<file path="src/rtl/csrdp_pkg.sv">
// ----------------------------------------------------------------------------
// csrdp_pkg
// Shared types, constants and helpers for the csr row dot product block.
// ----------------------------------------------------------------------------
package csrdp_pkg;

    localparam int VEC_DEPTH = 1024;
    localparam int VEC_AW    = (VEC_DEPTH > 1) ? $clog2(VEC_DEPTH) : 1;
    localparam int COL_W     = 10;
    localparam int DATA_W    = 32;
    localparam int ACC_W     = 64;

    localparam int QDEPTH    = 4;
    localparam int QAW       = $clog2(QDEPTH);
    localparam int CNT_W     = $clog2(QDEPTH + 1);

    localparam logic [ACC_W-1:0] ACC_MAX = {1'b0, {(ACC_W-1){1'b1}}};
    localparam logic [ACC_W-1:0] ACC_MIN = {1'b1, {(ACC_W-1){1'b0}}};

    typedef enum logic [1:0] {
        KIND_LOAD  = 2'd0,
        KIND_NZ    = 2'd1,
        KIND_EMPTY = 2'd2
    } kind_t;

    typedef struct packed {
        logic                     is_empty;
        logic                     last;
        logic signed [DATA_W-1:0] mat_value;
        logic signed [DATA_W-1:0] vec_value;
    } entry_t;

    typedef struct packed {
        logic   valid;
        entry_t entry;
    } q_push_t;

    // column index wrapped into the store depth
    function automatic logic [VEC_AW-1:0] wrap_index(input logic [COL_W-1:0] col);
        logic [COL_W-1:0] r;
        r = col;
        for (int k = COL_W - 1; k >= 0; k--) begin
            if ((longint'(VEC_DEPTH) << k) <= longint'((2 ** COL_W) - 1)) begin
                if (r >= COL_W'(longint'(VEC_DEPTH) << k)) begin
                    r = r - COL_W'(longint'(VEC_DEPTH) << k);
                end
            end
        end
        return VEC_AW'(r);
    endfunction

endpackage

</file>
<file path="src/rtl/csrdp_fifo.sv">
// ----------------------------------------------------------------------------
// csrdp_fifo
// Short queue decoupling the lookup front from the multiply-accumulate back.
// ----------------------------------------------------------------------------
module csrdp_fifo (
    input  logic                          aclk,
    input  logic                          aresetn,
    input  csrdp_pkg::q_push_t            q_push,
    input  logic                          q_pop,
    output logic                          q_valid,
    output csrdp_pkg::entry_t             q_entry,
    output logic [csrdp_pkg::CNT_W-1:0]   q_level
);

    csrdp_pkg::entry_t               slots_reg [csrdp_pkg::QDEPTH];
    logic [csrdp_pkg::QAW-1:0]       wr_ptr_reg;
    logic [csrdp_pkg::QAW-1:0]       wr_ptr_next;
    logic [csrdp_pkg::QAW-1:0]       rd_ptr_reg;
    logic [csrdp_pkg::QAW-1:0]       rd_ptr_next;
    logic [csrdp_pkg::CNT_W-1:0]     count_reg;
    logic [csrdp_pkg::CNT_W-1:0]     count_next;
    logic                            do_pop;

    assign q_valid = count_reg != '0;
    assign q_entry = slots_reg[rd_ptr_reg];
    assign q_level = count_reg;
    assign do_pop  = q_pop && q_valid;

    always_comb begin
        wr_ptr_next = wr_ptr_reg;
        rd_ptr_next = rd_ptr_reg;
        count_next  = count_reg;
        if (q_push.valid) begin
            wr_ptr_next = (wr_ptr_reg == csrdp_pkg::QAW'(csrdp_pkg::QDEPTH - 1)) ?
                          '0 : wr_ptr_reg + 1'b1;
        end
        if (do_pop) begin
            rd_ptr_next = (rd_ptr_reg == csrdp_pkg::QAW'(csrdp_pkg::QDEPTH - 1)) ?
                          '0 : rd_ptr_reg + 1'b1;
        end
        if (q_push.valid && !do_pop) begin
            count_next = count_reg + 1'b1;
        end else if (!q_push.valid && do_pop) begin
            count_next = count_reg - 1'b1;
        end
    end

    always_ff @(posedge aclk) begin
        if (!aresetn) begin
            wr_ptr_reg <= '0;
            rd_ptr_reg <= '0;
            count_reg  <= '0;
        end else begin
            wr_ptr_reg <= wr_ptr_next;
            rd_ptr_reg <= rd_ptr_next;
            count_reg  <= count_next;
        end
    end

    always_ff @(posedge aclk) begin
        if (q_push.valid) begin
            slots_reg[wr_ptr_reg] <= q_push.entry;
        end
    end

endmodule

</file>
<file path="config.mk">
export PLATFORM = sky130hd
export DESIGN_NAME = csrdp_fifo
export DESIGN_NICKNAME = d
export VERILOG_FILES = /design/src/rtl/csrdp_pkg.sv /design/src/rtl/csrdp_fifo.sv
export SDC_FILE = /design/constraint.sdc
export NUM_CORES = 1
export LEC_CHECK = 0
export BUFFER_PORTS_ARGS = -buffer_cell sky130_fd_sc_hd__buf_4
export CORE_MARGIN = 3
export CORE_UTILIZATION = 45
export CTS_CLUSTER_DIAMETER = 200
export DETAILED_ROUTE_END_ITERATION = 12
export PLACE_DENSITY = 0.66
export SLEW_MARGIN = 20
export SYNTH_ARGS = -nofsm -noshare
export SYNTH_HDL_FRONTEND = slang
export SYNTH_SLANG_ARGS = --single-unit
</file>
<file path="constraint.sdc">
create_clock -name aclk -period 3.5 [get_ports aclk]
set_input_delay 0.525 -clock aclk [delete_from_list [all_inputs] [get_ports aclk]]
set_output_delay 0.525 -clock aclk [all_outputs]
set_load 0.03 [all_outputs]
</file>
==> Word-level counts from Yosys, hierarchy flattened <==
Memory sizes are Yosys's and may differ from the RTL's. A register that Yosys moved wholly into a read port is not among the register bits.
Index checks and enable logic that the tools add are counted.
{ "word_totals": {"ff_bits": 7, "ramBits": 264, "in_bits": 70, "wordCells": 25, "n_memories": 1} }
{ "op_classes": {"add_sub_neg": 4, "n_eq_ne": 2, "muxes": 8, "reduce_logical": 7} }
{ "memory_table": {"columns": ["memory", "words", "word_bits", "rd", "rd_ports_with_merged_regs", "wr", "line_no", "source"], "rows": [
  ["slots_reg", 4, 66, 1, 1, 1, "csrdp_fifo.sv:15", "csrdp_pkg::entry_t slots_reg [csrdp_pkg::QDEPTH];"]
]} }
{ "ops": {"columns": ["cell", "n"], "rows": [
  ["$mux 2", 4],
  ["$mux 3", 2],
  ["$add 2x1->2 const B", 2],
  ["$eq 2x2->1 const B", 2],
  ["$add 3x1->3 const B", 1],
  ["$logic_and 1x1->1", 3],
  ["$reduce_bool 3->1", 1],
  ["$sub 3x1->3 const B", 1],
  ["$logic_not 1->1", 2],
  ["$mux 1", 2],
  ["$reduce_bool 2->1", 1]
]} }

==> Longest topological paths before layout <==
{ "logic_depth": {"word_depth": 5, "depth_mapped": 7, "depth_no_buf": 7} }

==> Least setup slack after synthesis <==
OpenSTA, ideal clock, no wires.
{ "synth_path": {"path_type": "register to register", "start": "register wr_ptr_reg[0] in the netlist's numbering", "end": "memory slots_reg[3][0] in the netlist's numbering (enable)", "setup_ns": 0.431, "arrival_ns": 2.099, "path_slack_ns": 0.971, "path_stages_with_launch": 3, "period_less_slack_ns": 2.529, "cell_sequence": "dfxtp_1 > ha_1 > and2_1"} }
{ "synth_rtl": {"columns": ["item", "line_no", "source"], "rows": [
  ["start: declaration", "csrdp_fifo.sv:16", "logic [csrdp_pkg::QAW-1:0] wr_ptr_reg;"],
  ["start signal: assignment", "csrdp_fifo.sv:54", "wr_ptr_reg <= wr_ptr_next;"],
  ["end: declaration", "csrdp_fifo.sv:15", null]
]} }
No word-level cell before the write port.

==> impl_metrics.json <==
{
  "path_class": "flop to primary output",
  "endpoint_kind": "primary output",
  "synth-simple-area-share_pct": 0.879,
  "drive_gt1_share_pct": 44.5,
  "synth_area_per_cell_um2": 25.6,
  "wl_um": 17800,
  "die_w_um": 155,
  "finalCriticalPeriod_ns": 2.73,
  "p_per_area_mw_per_mm2": 727,
  "area_growth_pct": 22.3,
  "cts.reportedPaths.clkPinSlew_ns": 0.06,
  "start_kind": "flop",
  "regArea_mm2": 0.00812,
  "yosys.area_share.adder_pct": 0.954,
  "postSynthCellCount": 389,
  "place_ws_ns": 1.01,
  "r2r_end": "q_level[2]",
  "maxSlewViolCount": 0,
  "synthMuxAreaShare_pct": 15.2,
  "finalHoldViolCount": 0,
  "final.setup.worst_slack_ns": 0.772,
  "cts_resized": 0,
  "cts-root-buf": "clkbuf_16",
  "clock_sinks": 273,
  "hold_class": "input pin to flop",
  "grt_util_all_layers_pct": 15.0,
  "die_height_um": 155,
  "p_leak_nw": 4.11,
  "finalSetupViolCount": 0,
  "placed_cells": 792,
  "status": "finished clean",
  "worstPathRequired_ns": 2.97,
  "core_mm2": 0.0214,
  "grt_antenna_before_repair": 2,
  "rows": 53,
  "path_max_fanout": 16,
  "drtIter0Drc": 220,
  "ant_nets": 0,
  "synth_flop_cell": "edfxtp_1",
  "drtPass1Iterations": 4,
  "tightest_slew_ns": 1.04,
  "synth_nets": 466,
  "io_buffer_count": 139,
  "yosysTopAreaCell": "edfxtp_1",
  "cts_hold_buf": 0,
  "multiInputGateArea_mm2": 0.00176,
  "routabilityCongestion": 0.713,
  "fin_util_pct": 56.9,
  "yosys_warnings": 0,
  "relSlewSlack_pct": 31.0,
  "ios": 140,
  "grt_max_degree": 67,
  "die_area_mm2": 0.0240,
  "synth_seq_area_share_pct": 81.3,
  "setup.worst_path.end": "q_entry[63]",
  "synth_xor_area_share_pct": 0.176,
  "synth_area_mm2": 0.00997,
  "drc_errors": 0,
  "ir_drop_v": 0.000477,
  "ys_ff_latch": 273,
  "cts_setup_buffers": 0,
  "diodes": 0,
  "final_nets": 625,
  "skew_ns": 0.00880,
  "routed_via_density": 5.29,
  "tns_ns": 0,
  "largest_register_ffs": 264,
  "grt_overflow": 0,
  "synthDistinctLibCells": 22,
  "numCtsBuffers": 29,
  "rr_worst_depth": 7,
  "initial_core_util_pct": 46.5,
  "wl_per_cell_um": 21.1,
  "synth_area_leaders": "edfxtp_1 (80%), mux4_2 (15%), dfxtp_1 (1.8%)",
  "synth_top_area_share_pct": 79.5,
  "max_cap_violations": 0,
  "cp.arrival_ns": 2.20,
  "cts_tree": "done",
  "max_freq_ghz": 0.367,
  "holdWs_ns": 0.203,
  "synth_compound_area_share_pct": 0.301,
  "timing.rr.start": "q_level[1]",
  "clk_latency_ns": 0.52,
  "fill_cells": 1600,
  "synth_edf_count": 264,
  "htreeDepth": 1,
  "grt_pass1_wl_um": 28100,
  "finalNonFillerCells": 844,
  "dpl.hpwl_um": 10200,
  "grt_pass1_vias": 4957,
  "cts_buffer_depth": 3,
  "reg2reg_slack_ns": 0.99,
  "ys_async_sr_fraction_pct": 0,
  "synth_top_family_by_area": "multiplexers",
  "rsz0062_at_grt": "no",
  "fin_crit_sh_pct": 77.9,
  "vias": 4466
}
## cells in the final DEF, fill, tap and decap left out, types with 3 or more instances in the layout
cell type,count
clkbuf_16,29
clkbuf_1,8
mux4_2,66
ha_1,6
clkinv_2,7
inv_1,3
mux2i_1,3
buf_4,140
edfxtp_1,264
and2_4,4
clkinv_1,5
nor2b_1,3
dfxtp_1,7
o21ai_0,3
## per-layer routing
layer	GRT usage, %	share of wire [%]	up-vias
met5	0	0.17	-
met4	3.11	1.3	4
met3	4.48	7.4	26
met2	24.5	49	130
met1	20.6	42	2326
li1	-	-	1980
## worst max-delay path: stages, from the launching register on
cell and delay [ns]:
dfxtp_4 0.53, buf_4 0.39, mux4_2 0.57, buf_4 0.19
## cell usage after synthesis, types with 2 or more instances
cell type  count
edfxtp_1     264
mux4_2        66
dfxtp_1        9
ha_1           6
and2_1         5
buf_2          5
buf_6          5
inv_1          3
mux2i_1        3
nor2b_1        3
o21ai_0        3
buf_4          2
clkbuf_1       2
nand2_1        2
nand3_1        2
nor2_1         2
or3_1          2
## cells by family after synthesis
group,Yosys count
xor gates and xnor gates,2
AOI/OAI and AO/OA,5
and+or+nand+nor,16
adders and majority gates,7
muxes,69
buffers and inverters,17
DFF,273
## cell type report
cell class                      count  area share (%)
Clock buffer                       37            6.20
Sequential cell                   273            66.5
Clock inverter                     15           0.995
Multi-Input combinational cell     99            14.4
Timing Repair Buffer              142            8.95
Inverter                            3          0.0923
Tap cell                          275            2.82
## worst min path at each step
stage	start	endpoint	slack [ns]	cells after the start
2_1_floorplan	rd_ptr_reg[1]	flop	0.48	2
3_3_place_gp	rd_ptr_reg[1]	flop	0.49	2
3_5_place_dp	rd_ptr_reg[1]	flop	0.53	2
4_1_cts	q_push[4]	slots_reg[2][4]	0.17	1
5_1_grt	q_push[2]	slots_reg[3][2]	0.17	1
6_report	q_push[4]	slots_reg[2][4]	0.20	1
## report_power, final
part	total (mW)	internal [mW]	leakage, nW	switching [mW]
Sequential	3.89	3.77	2.50	0.126
Clock	2.80	1.66	0.430	1.13
Combinational	2.18	0.972	1.18	1.20
Total	8.87	6.40	4.11	2.46
## metrics by stage
step	power, mW	instance area [µm²]
after floorplan	5.45	9970
after CTS	9.00	12200
after global routing	9.26	12200
after detailed placement	6.19	11300
after global placement	6.17	11300
final	8.87	12200
Note: power is estimated with default switching activity, not from simulation.
