`config.mk`:
```
export PLATFORM = sky130hd
export DESIGN_NAME = csrdp_back
export DESIGN_NICKNAME = d
export VERILOG_FILES = /design/src/rtl/csrdp_pkg.sv /design/src/rtl/csrdp_back.sv
export SDC_FILE = /design/constraint.sdc
export NUM_CORES = 2
export LEC_CHECK = 0
export BUFFER_PORTS_ARGS = -buffer_cell sky130_fd_sc_hd__buf_2
export CORE_MARGIN = 3
export CORE_UTILIZATION = 55
export CTS_CLUSTER_SIZE = 30
export DETAILED_ROUTE_END_ITERATION = 6
export PLACE_DENSITY = 0.71
export SYNTH_ARGS = -nofsm -noshare
export SYNTH_HDL_FRONTEND = slang
export SYNTH_SLANG_ARGS = --single-unit
```
`constraint.sdc`:
```
create_clock -name aclk -period 7.3 [get_ports aclk]
set_input_delay 0 -clock aclk [delete_from_list [all_inputs] [get_ports aclk]]
set_output_delay 0 -clock aclk [all_outputs]
set_load 0.02 [all_outputs]
```
`src/rtl/csrdp_pkg.sv`:
```
// ----------------------------------------------------------------------------
// csrdp_pkg
// Shared types, constants and helpers for the csr row dot product block.
// ----------------------------------------------------------------------------
package csrdp_pkg;

    localparam int VEC_DEPTH = 1024;
    localparam int VEC_AW    = (VEC_DEPTH > 1) ? $clog2(VEC_DEPTH) : 1;
    localparam int COL_W     = 10;
    localparam int DATA_W    = 32;
    localparam int ACC_W     = 64;

    localparam int QDEPTH    = 4;
    localparam int QAW       = $clog2(QDEPTH);
    localparam int CNT_W     = $clog2(QDEPTH + 1);

    localparam logic [ACC_W-1:0] ACC_MAX = {1'b0, {(ACC_W-1){1'b1}}};
    localparam logic [ACC_W-1:0] ACC_MIN = {1'b1, {(ACC_W-1){1'b0}}};

    typedef enum logic [1:0] {
        KIND_LOAD  = 2'd0,
        KIND_NZ    = 2'd1,
        KIND_EMPTY = 2'd2
    } kind_t;

    typedef struct packed {
        logic                     is_empty;
        logic                     last;
        logic signed [DATA_W-1:0] mat_value;
        logic signed [DATA_W-1:0] vec_value;
    } entry_t;

    typedef struct packed {
        logic   valid;
        entry_t entry;
    } q_push_t;

    // column index wrapped into the store depth
    function automatic logic [VEC_AW-1:0] wrap_index(input logic [COL_W-1:0] col);
        logic [COL_W-1:0] r;
        r = col;
        for (int k = COL_W - 1; k >= 0; k--) begin
            if ((longint'(VEC_DEPTH) << k) <= longint'((2 ** COL_W) - 1)) begin
                if (r >= COL_W'(longint'(VEC_DEPTH) << k)) begin
                    r = r - COL_W'(longint'(VEC_DEPTH) << k);
                end
            end
        end
        return VEC_AW'(r);
    endfunction

endpackage

```
`src/rtl/csrdp_back.sv`:
```
// ----------------------------------------------------------------------------
// csrdp_back
// Multiplies queued nonzeros, accumulates with saturation, emits row sums.
// ----------------------------------------------------------------------------
module csrdp_back (
    input  logic                                 aclk,
    input  logic                                 aresetn,
    input  logic                                 q_valid,
    input  csrdp_pkg::entry_t                    q_entry,
    output logic                                 q_pop,
    output logic                                 m_valid,
    input  logic                                 m_ready,
    output logic signed [csrdp_pkg::ACC_W-1:0]   m_row_sum,
    output logic                                 m_saturated
);

    logic                                mv_reg;
    logic                                mv_next;
    logic                                mul_empty_reg;
    logic                                mul_last_reg;
    logic signed [csrdp_pkg::ACC_W-1:0]  prod_reg;
    logic signed [csrdp_pkg::ACC_W-1:0]  prod_next;

    logic [csrdp_pkg::ACC_W-1:0]         acc_reg;
    logic [csrdp_pkg::ACC_W-1:0]         acc_next;
    logic                                clip_reg;
    logic                                clip_next;

    logic                                out_valid_reg;
    logic                                out_valid_next;
    logic [csrdp_pkg::ACC_W-1:0]         out_sum_reg;
    logic [csrdp_pkg::ACC_W-1:0]         out_sum_next;
    logic                                out_sat_reg;
    logic                                out_sat_next;

    logic [csrdp_pkg::ACC_W-1:0]         sum;
    logic [csrdp_pkg::ACC_W-1:0]         sum_sat;
    logic                                ovf;
    logic                                emit;
    logic                                out_free;
    logic                                acc_fire;
    logic                                mul_load;

    assign out_free = !out_valid_reg || m_ready;
    assign emit     = mul_empty_reg || mul_last_reg;
    assign acc_fire = mv_reg && (!emit || out_free);
    assign mul_load = !mv_reg || acc_fire;
    assign q_pop    = mul_load && q_valid;
    assign mv_next  = mul_load ? q_valid : mv_reg;

    assign prod_next = q_entry.mat_value * q_entry.vec_value;

    // saturating add
    assign sum     = acc_reg + prod_reg;
    assign ovf     = (acc_reg[csrdp_pkg::ACC_W-1] == prod_reg[csrdp_pkg::ACC_W-1]) &&
                     (sum[csrdp_pkg::ACC_W-1] != acc_reg[csrdp_pkg::ACC_W-1]);
    assign sum_sat = ovf ? (acc_reg[csrdp_pkg::ACC_W-1] ? csrdp_pkg::ACC_MIN
                                                        : csrdp_pkg::ACC_MAX)
                         : sum;

    always_comb begin
        acc_next       = acc_reg;
        clip_next      = clip_reg;
        out_valid_next = out_valid_reg && !m_ready;
        out_sum_next   = out_sum_reg;
        out_sat_next   = out_sat_reg;
        if (acc_fire) begin
            if (mul_empty_reg) begin
                acc_next       = '0;
                clip_next      = 1'b0;
                out_valid_next = 1'b1;
                out_sum_next   = '0;
                out_sat_next   = 1'b0;
            end else if (mul_last_reg) begin
                acc_next       = '0;
                clip_next      = 1'b0;
                out_valid_next = 1'b1;
                out_sum_next   = sum_sat;
                out_sat_next   = clip_reg || ovf;
            end else begin
                acc_next       = sum_sat;
                clip_next      = clip_reg || ovf;
            end
        end
    end

    always_ff @(posedge aclk) begin
        if (!aresetn) begin
            mv_reg        <= 1'b0;
            acc_reg       <= '0;
            clip_reg      <= 1'b0;
            out_valid_reg <= 1'b0;
        end else begin
            mv_reg        <= mv_next;
            acc_reg       <= acc_next;
            clip_reg      <= clip_next;
            out_valid_reg <= out_valid_next;
        end
    end

    always_ff @(posedge aclk) begin
        if (q_pop) begin
            mul_empty_reg <= q_entry.is_empty;
            mul_last_reg  <= q_entry.last;
            prod_reg      <= prod_next;
        end
        out_sum_reg <= out_sum_next;
        out_sat_reg <= out_sat_next;
    end

    assign m_valid     = out_valid_reg;
    assign m_row_sum   = out_sum_reg;
    assign m_saturated = out_sat_reg;

endmodule

```
Word level (Yosys, flattened, before mapping) --
Index checks and enable logic that the tools add are counted. Widths: inputs -> output; s select.
Word-level totals: logic and storage cells 39, register bits 198
Operators by class: multipliers 1, eq/ne operators 2, mux-type cells 11, $add $sub $neg 1, reduce and logical (&&, ||, !) cells 15
Operators by type and width (count):
- $mux 64 | 5
- $add 64x64->64 | 1
- $mul 32x32->64 | 1
- $mux 1 | 6
- $logic_or 1x1->1 | 5
- $logic_and 1x1->1 | 4
- $logic_not 1->1 | 4
- $reduce_and 2->1 | 1
- $reduce_bool 2->1 | 1
- $eq 1x1->1 | 1
- $ne 1x1->1 | 1

Longest topological paths before layout --
depth after elaboration 6, gate-level depth with buffers 30, mapped depth without buffers 28

Worst setup path before layout --
OpenSTA, ideal clock, no wires.
path type input to register, from input port q_entry[2] in the netlist's numbering, to register prod_reg[57] in the netlist's numbering, data pin, cell stages on the path 23, setup slack -0.057 ns, data required time 7.040 ns, path buffers 2, data arrival time 7.097 ns, cell sequence clkbuf_1 > nand2_1 > inv_1 > fa_1 > fa_1 > fa_1 > fa_1 > inv_1 > fa_1 > inv_1 > fa_1 > fa_1 > fa_1 > ha_1 > clkbuf_1 > nand2_1 > o21ai_0 > a221o_1 > a21o_1 > a41o_1 > a21o_1 > a41oi_1 > xnor2_1
Between the ends: cells in the longest elaborated chain, start to end 1
Ends and longest elaborated chain:
- start: declaration | RTL line csrdp_back.sv:9 | input csrdp_pkg::entry_t q_entry,
- $mul 32x32->64 | RTL line csrdp_back.sv:51 | assign prod_next = q_entry.mat_value * q_entry.vec_value;
- via prod_next (one bit) | RTL line csrdp_back.sv:22 | logic signed [csrdp_pkg::ACC_W-1:0] prod_next;
- end signal: assignment | RTL line csrdp_back.sv:105 | prod_reg <= prod_next;
- end: declaration | RTL line csrdp_back.sv:21 | logic signed [csrdp_pkg::ACC_W-1:0] prod_reg;
The timed path passes the listed nets, and every way through them passes these cells. A chain may end at the register's enable or synchronous reset.

Worst setup path after layout --
from input port q_entry[47] in the netlist's numbering, to register prod_reg[57] in the netlist's numbering, data pin
The elaborated chain is that of the path after synthesis.

==> run_results.csv <==
group,metric,value,unit
run_status,status,"complete, no violations",
finish,num_antenna_cells,0,
finish,layout-drive-gt1-share,10.73,%
yosys,postSynth.asyncResetShare,0,%
clock_network,cts_sinks,198,
sta,achievable-frequency,141.4,MHz
sta,setup_viol_count_final,0,
clock_network,clkLatencyLatePin,460,ps
place,placement.setup.worst_slack,-507.4,ps
worst_setup_path,path_class,"input port to register",
yosys,synth_edf_count,131,
drt,postRouteAntennaNets,0,
yosys,synthesis.area_per_instance,9.407,um^2
sta,final_hold_viol_count,0,
worst_setup_path,crit_family,"adder cells",
worst_setup_path,setup_slack_reg_to_reg,2610,ps
place,port_buffers,136,
floorplan,placementRows,106,
clock_network,htree_depth,4,
floorplan,coreArea,83950,um^2
drt,post-route-drc-count,0,
yosys,synthFlopType,"sky130_fd_sc_hd__edfxtp_1",
sta,time_the_final_worst_path_needs_with_i_o_delays_and_setup,7071,ps
worst_setup_path,worstRegToRegCells,12,
worst_hold_path,timing.hold.worst_path_depth,2,
sta,rsz0062_at_grt,"true",
drt,route.final.wire_length,119600,um
yosys,ys.warnings.count,0,
worst_setup_path,crit_required,7510,ps
yosys,syn_area,46780,um^2
clock_network,clock_transition_at_path_regs,80,ps
worst_setup_path,setup.worst_path.start,"q_entry[47]",
job,max_cap_violations,0,
finish,nets,6627,
worst_setup_path,r2r_end,"m_row_sum[60]$_SDFFCE_PP0P_",
global_routing,antenna_found_initial,6,
global_routing,grt_max_degree,66,
sta,max-slew-margin-rel,30.88,%
clock_network,cts_max_path_buffers,2,
finish,flow.area_growth_from_synthesis,10.42,%
worst_setup_path,critical_path.max_fanout,13,
sta,worst_hold_slack,260.1,ps
worst_hold_path,holdPathEnd,"mul_last_reg$_DFFE_PP_",
drt,firstDrtPassIters,6,
worst_setup_path,cp_slowest_stage_delay,590,ps
sta,slew_viol_final,0,
finish,register_area,5275,um^2
worst_hold_path,holdCritPathClass,"input port to register",
yosys,net_count_of_the_mapped_netlist,6373,
finish,multi_input_area,36780,um^2
sta,post-route-period-util,96.86,%
worst_hold_path,worst_hold_startpoint,"q_entry[64]",
clock_network,root_buffer,"sky130_fd_sc_hd__clkbuf_16",
floorplan,fp.dieW,297.6,um
place,detailedPlacementHpwl,103400,um
drt,dr_total_vias,34420,
place,place_congestion,0.9547,
sta,layout_setup_ws,229.3,ps
sta,worst-slew-pin-transition,1034,ps
yosys,unique_cell_type_count_in_the_yosys_netlist,83,
worst_setup_path,worst_path_max_delay_cell,"sky130_fd_sc_hd__fa_1",
global_routing,first_pass_grt_wire_length,198000,um
floorplan,die_height,297.6,um
drt,detail_route.vias_per_cell,5.401,
global_routing,groute.layer.met3.usage,7.670,%
global_routing,grt_pass1_vias,37020,
sta,timing.clock.skew,12.10,ps
global_routing,grt_util_all_layers,28.20,%
global_routing,grt_met2_usage,44.55,%
worst_setup_path,r2r_start,"prod_reg[38]$_DFFE_PP_",
global_routing,grt-ovfl-total,0,
clock_network,numCtsBuffers,17,
floorplan,dieArea,88590,um^2
finish,layout.filler_cells,7142,
clock_network,post_cts_buffers,0,
worst_setup_path,worst_ep_arrival_time,7280,ps
floorplan,initial_core_util,55.72,%
yosys,ys_seq_elements,198,
drt,drtIter0Drc,2500,
worst_setup_path,worstSetupEndpointType,"register",
global_routing,groute.layer.met1.usage,39.19,%
worst_setup_path,timing.critical_path.mode_cell,"sky130_fd_sc_hd__fa_1",
worst_setup_path,worst-path-buf-inv,5,
worst_setup_path,crit_path_start_kind,"input port",
floorplan,io_count,137,
drt,route.detailed.wl_per_inst,18.77,um
yosys,syn-instance-count,4973,
yosys,seq_area_frac_synth,11.28,%
global_routing,top_usage_layer,"met2",
clock_network,tritoncts,"done",
-- cell families after synthesis --
| kind of cell | count (synthesis) | synth area share, % |
|---|---|---|
| buffers and inverters | 1262 | 10.25 |
| XOR/XNOR | 124 | 2.322 |
| flip-flops | 198 | 11.28 |
| multiplexers | 6 | 0.1284 |
| AO/OA/AOI/OAI | 529 | 7.211 |
| adder cells (fa/ha/maj) | 1330 | 52.95 |
| AND/OR/NAND/NOR | 1524 | 15.86 |
-- timing repair --
action / 4_1_cts / 5_1_grt
resized for setup: 0 / 30
hold buffers: 6 / 0
endpoints found under the hold margin: 10 / 0
endpoints found under the setup margin: 0 / 20
-- per-stage QoR --
step	util, %	TNS (ps)	cell area, um^2	std cells
floorplan	-	0	46780	4973
global placement	60.60	-3364	50870	6336
detailed placement	60.60	-5547	50870	6336
CTS	61.43	0	51570	6374
global route	61.53	-26.00	51660	6374
finish	61.53	0	51660	6374
-- synth_stat cells (24+ instances only) --
cell type / number / area, um^2
sky130_fd_sc_hd__a21o_1: 71 / 533.0
sky130_fd_sc_hd__a21oi_1: 146 / 730.7
sky130_fd_sc_hd__and2_1: 510 / 3191
sky130_fd_sc_hd__clkbuf_1: 236 / 885.9
sky130_fd_sc_hd__dfxtp_1: 67 / 1341
sky130_fd_sc_hd__edfxtp_1: 131 / 3934
sky130_fd_sc_hd__fa_1: 1083 / 21680
sky130_fd_sc_hd__ha_1: 247 / 3090
sky130_fd_sc_hd__inv_1: 997 / 3742
sky130_fd_sc_hd__nand2_1: 657 / 2466
sky130_fd_sc_hd__nand3_1: 29 / 145.1
sky130_fd_sc_hd__nand4_1: 27 / 168.9
sky130_fd_sc_hd__nor2_1: 183 / 686.9
sky130_fd_sc_hd__nor3_1: 29 / 145.1
sky130_fd_sc_hd__o21ai_0: 138 / 690.7
sky130_fd_sc_hd__o21bai_1: 24 / 180.2
sky130_fd_sc_hd__xnor2_1: 81 / 709.4
sky130_fd_sc_hd__xor2_1: 43 / 376.6
-- worst max path at each step --
stage | to | slack, ps | cells after the start
final | prod_reg[57]$_DFFE_PP_ | 230 | 25
after global routing | prod_reg[57]$_DFFE_PP_ | -20 | 27
after CTS | prod_reg[56]$_DFFE_PP_ | 2 | 26
after detailed placement | prod_reg[56]$_DFFE_PP_ | -510 | 26
after global placement | prod_reg[56]$_DFFE_PP_ | -400 | 29
after floorplan | prod_reg[56]$_DFFE_PP_ | 40 | 24
-- cell type report --
| type | instances | area share [%] |
|---|---|---|
| clock buffers | 17 | 0.8235 |
| inverters | 998 | 7.252 |
| multi-input cells | 3513 | 71.20 |
| clock inverters | 15 | 0.4118 |
| repair buffers | 499 | 7.358 |
| flip-flops and latches | 198 | 10.21 |
| well taps | 1134 | 2.747 |
-- metal layers --
metal	wire [um]	up-vias	part of all wire [%]
met5	26	-	0.022
met3	11320	183	9.5
met2	53990	1295	45
met4	2781	4	2.3
li1	-	15520	-
met1	51510	17430	43
-- layout by cell type (no fill, tap or decap), drive strengths merged, types with 6 or more instances in the layout --
cell type and instances:
a21o 71, nor3 29, edfxtp 131, ha 247
a31oi 23, a211oi 17, a21boi 8, mux2i 6
dlygate4sd3 6, nand2 657, o31ai 7, buf 475
o211ai 9, and3 16, nand3 29, nand2b 21
dfxtp 67, inv 1004, nor2b 14, nor2 185
nand4 29, and2 510, o21ai 158, o21a 10
a21oi 146, nor4 8, fa 1083, xnor2 81
xor2 43, clkbuf 35, or3 6, o21bai 25
Power is not shown: default switching activity piles up to over one toggle a cycle in this logic, so the estimate is an artifact.
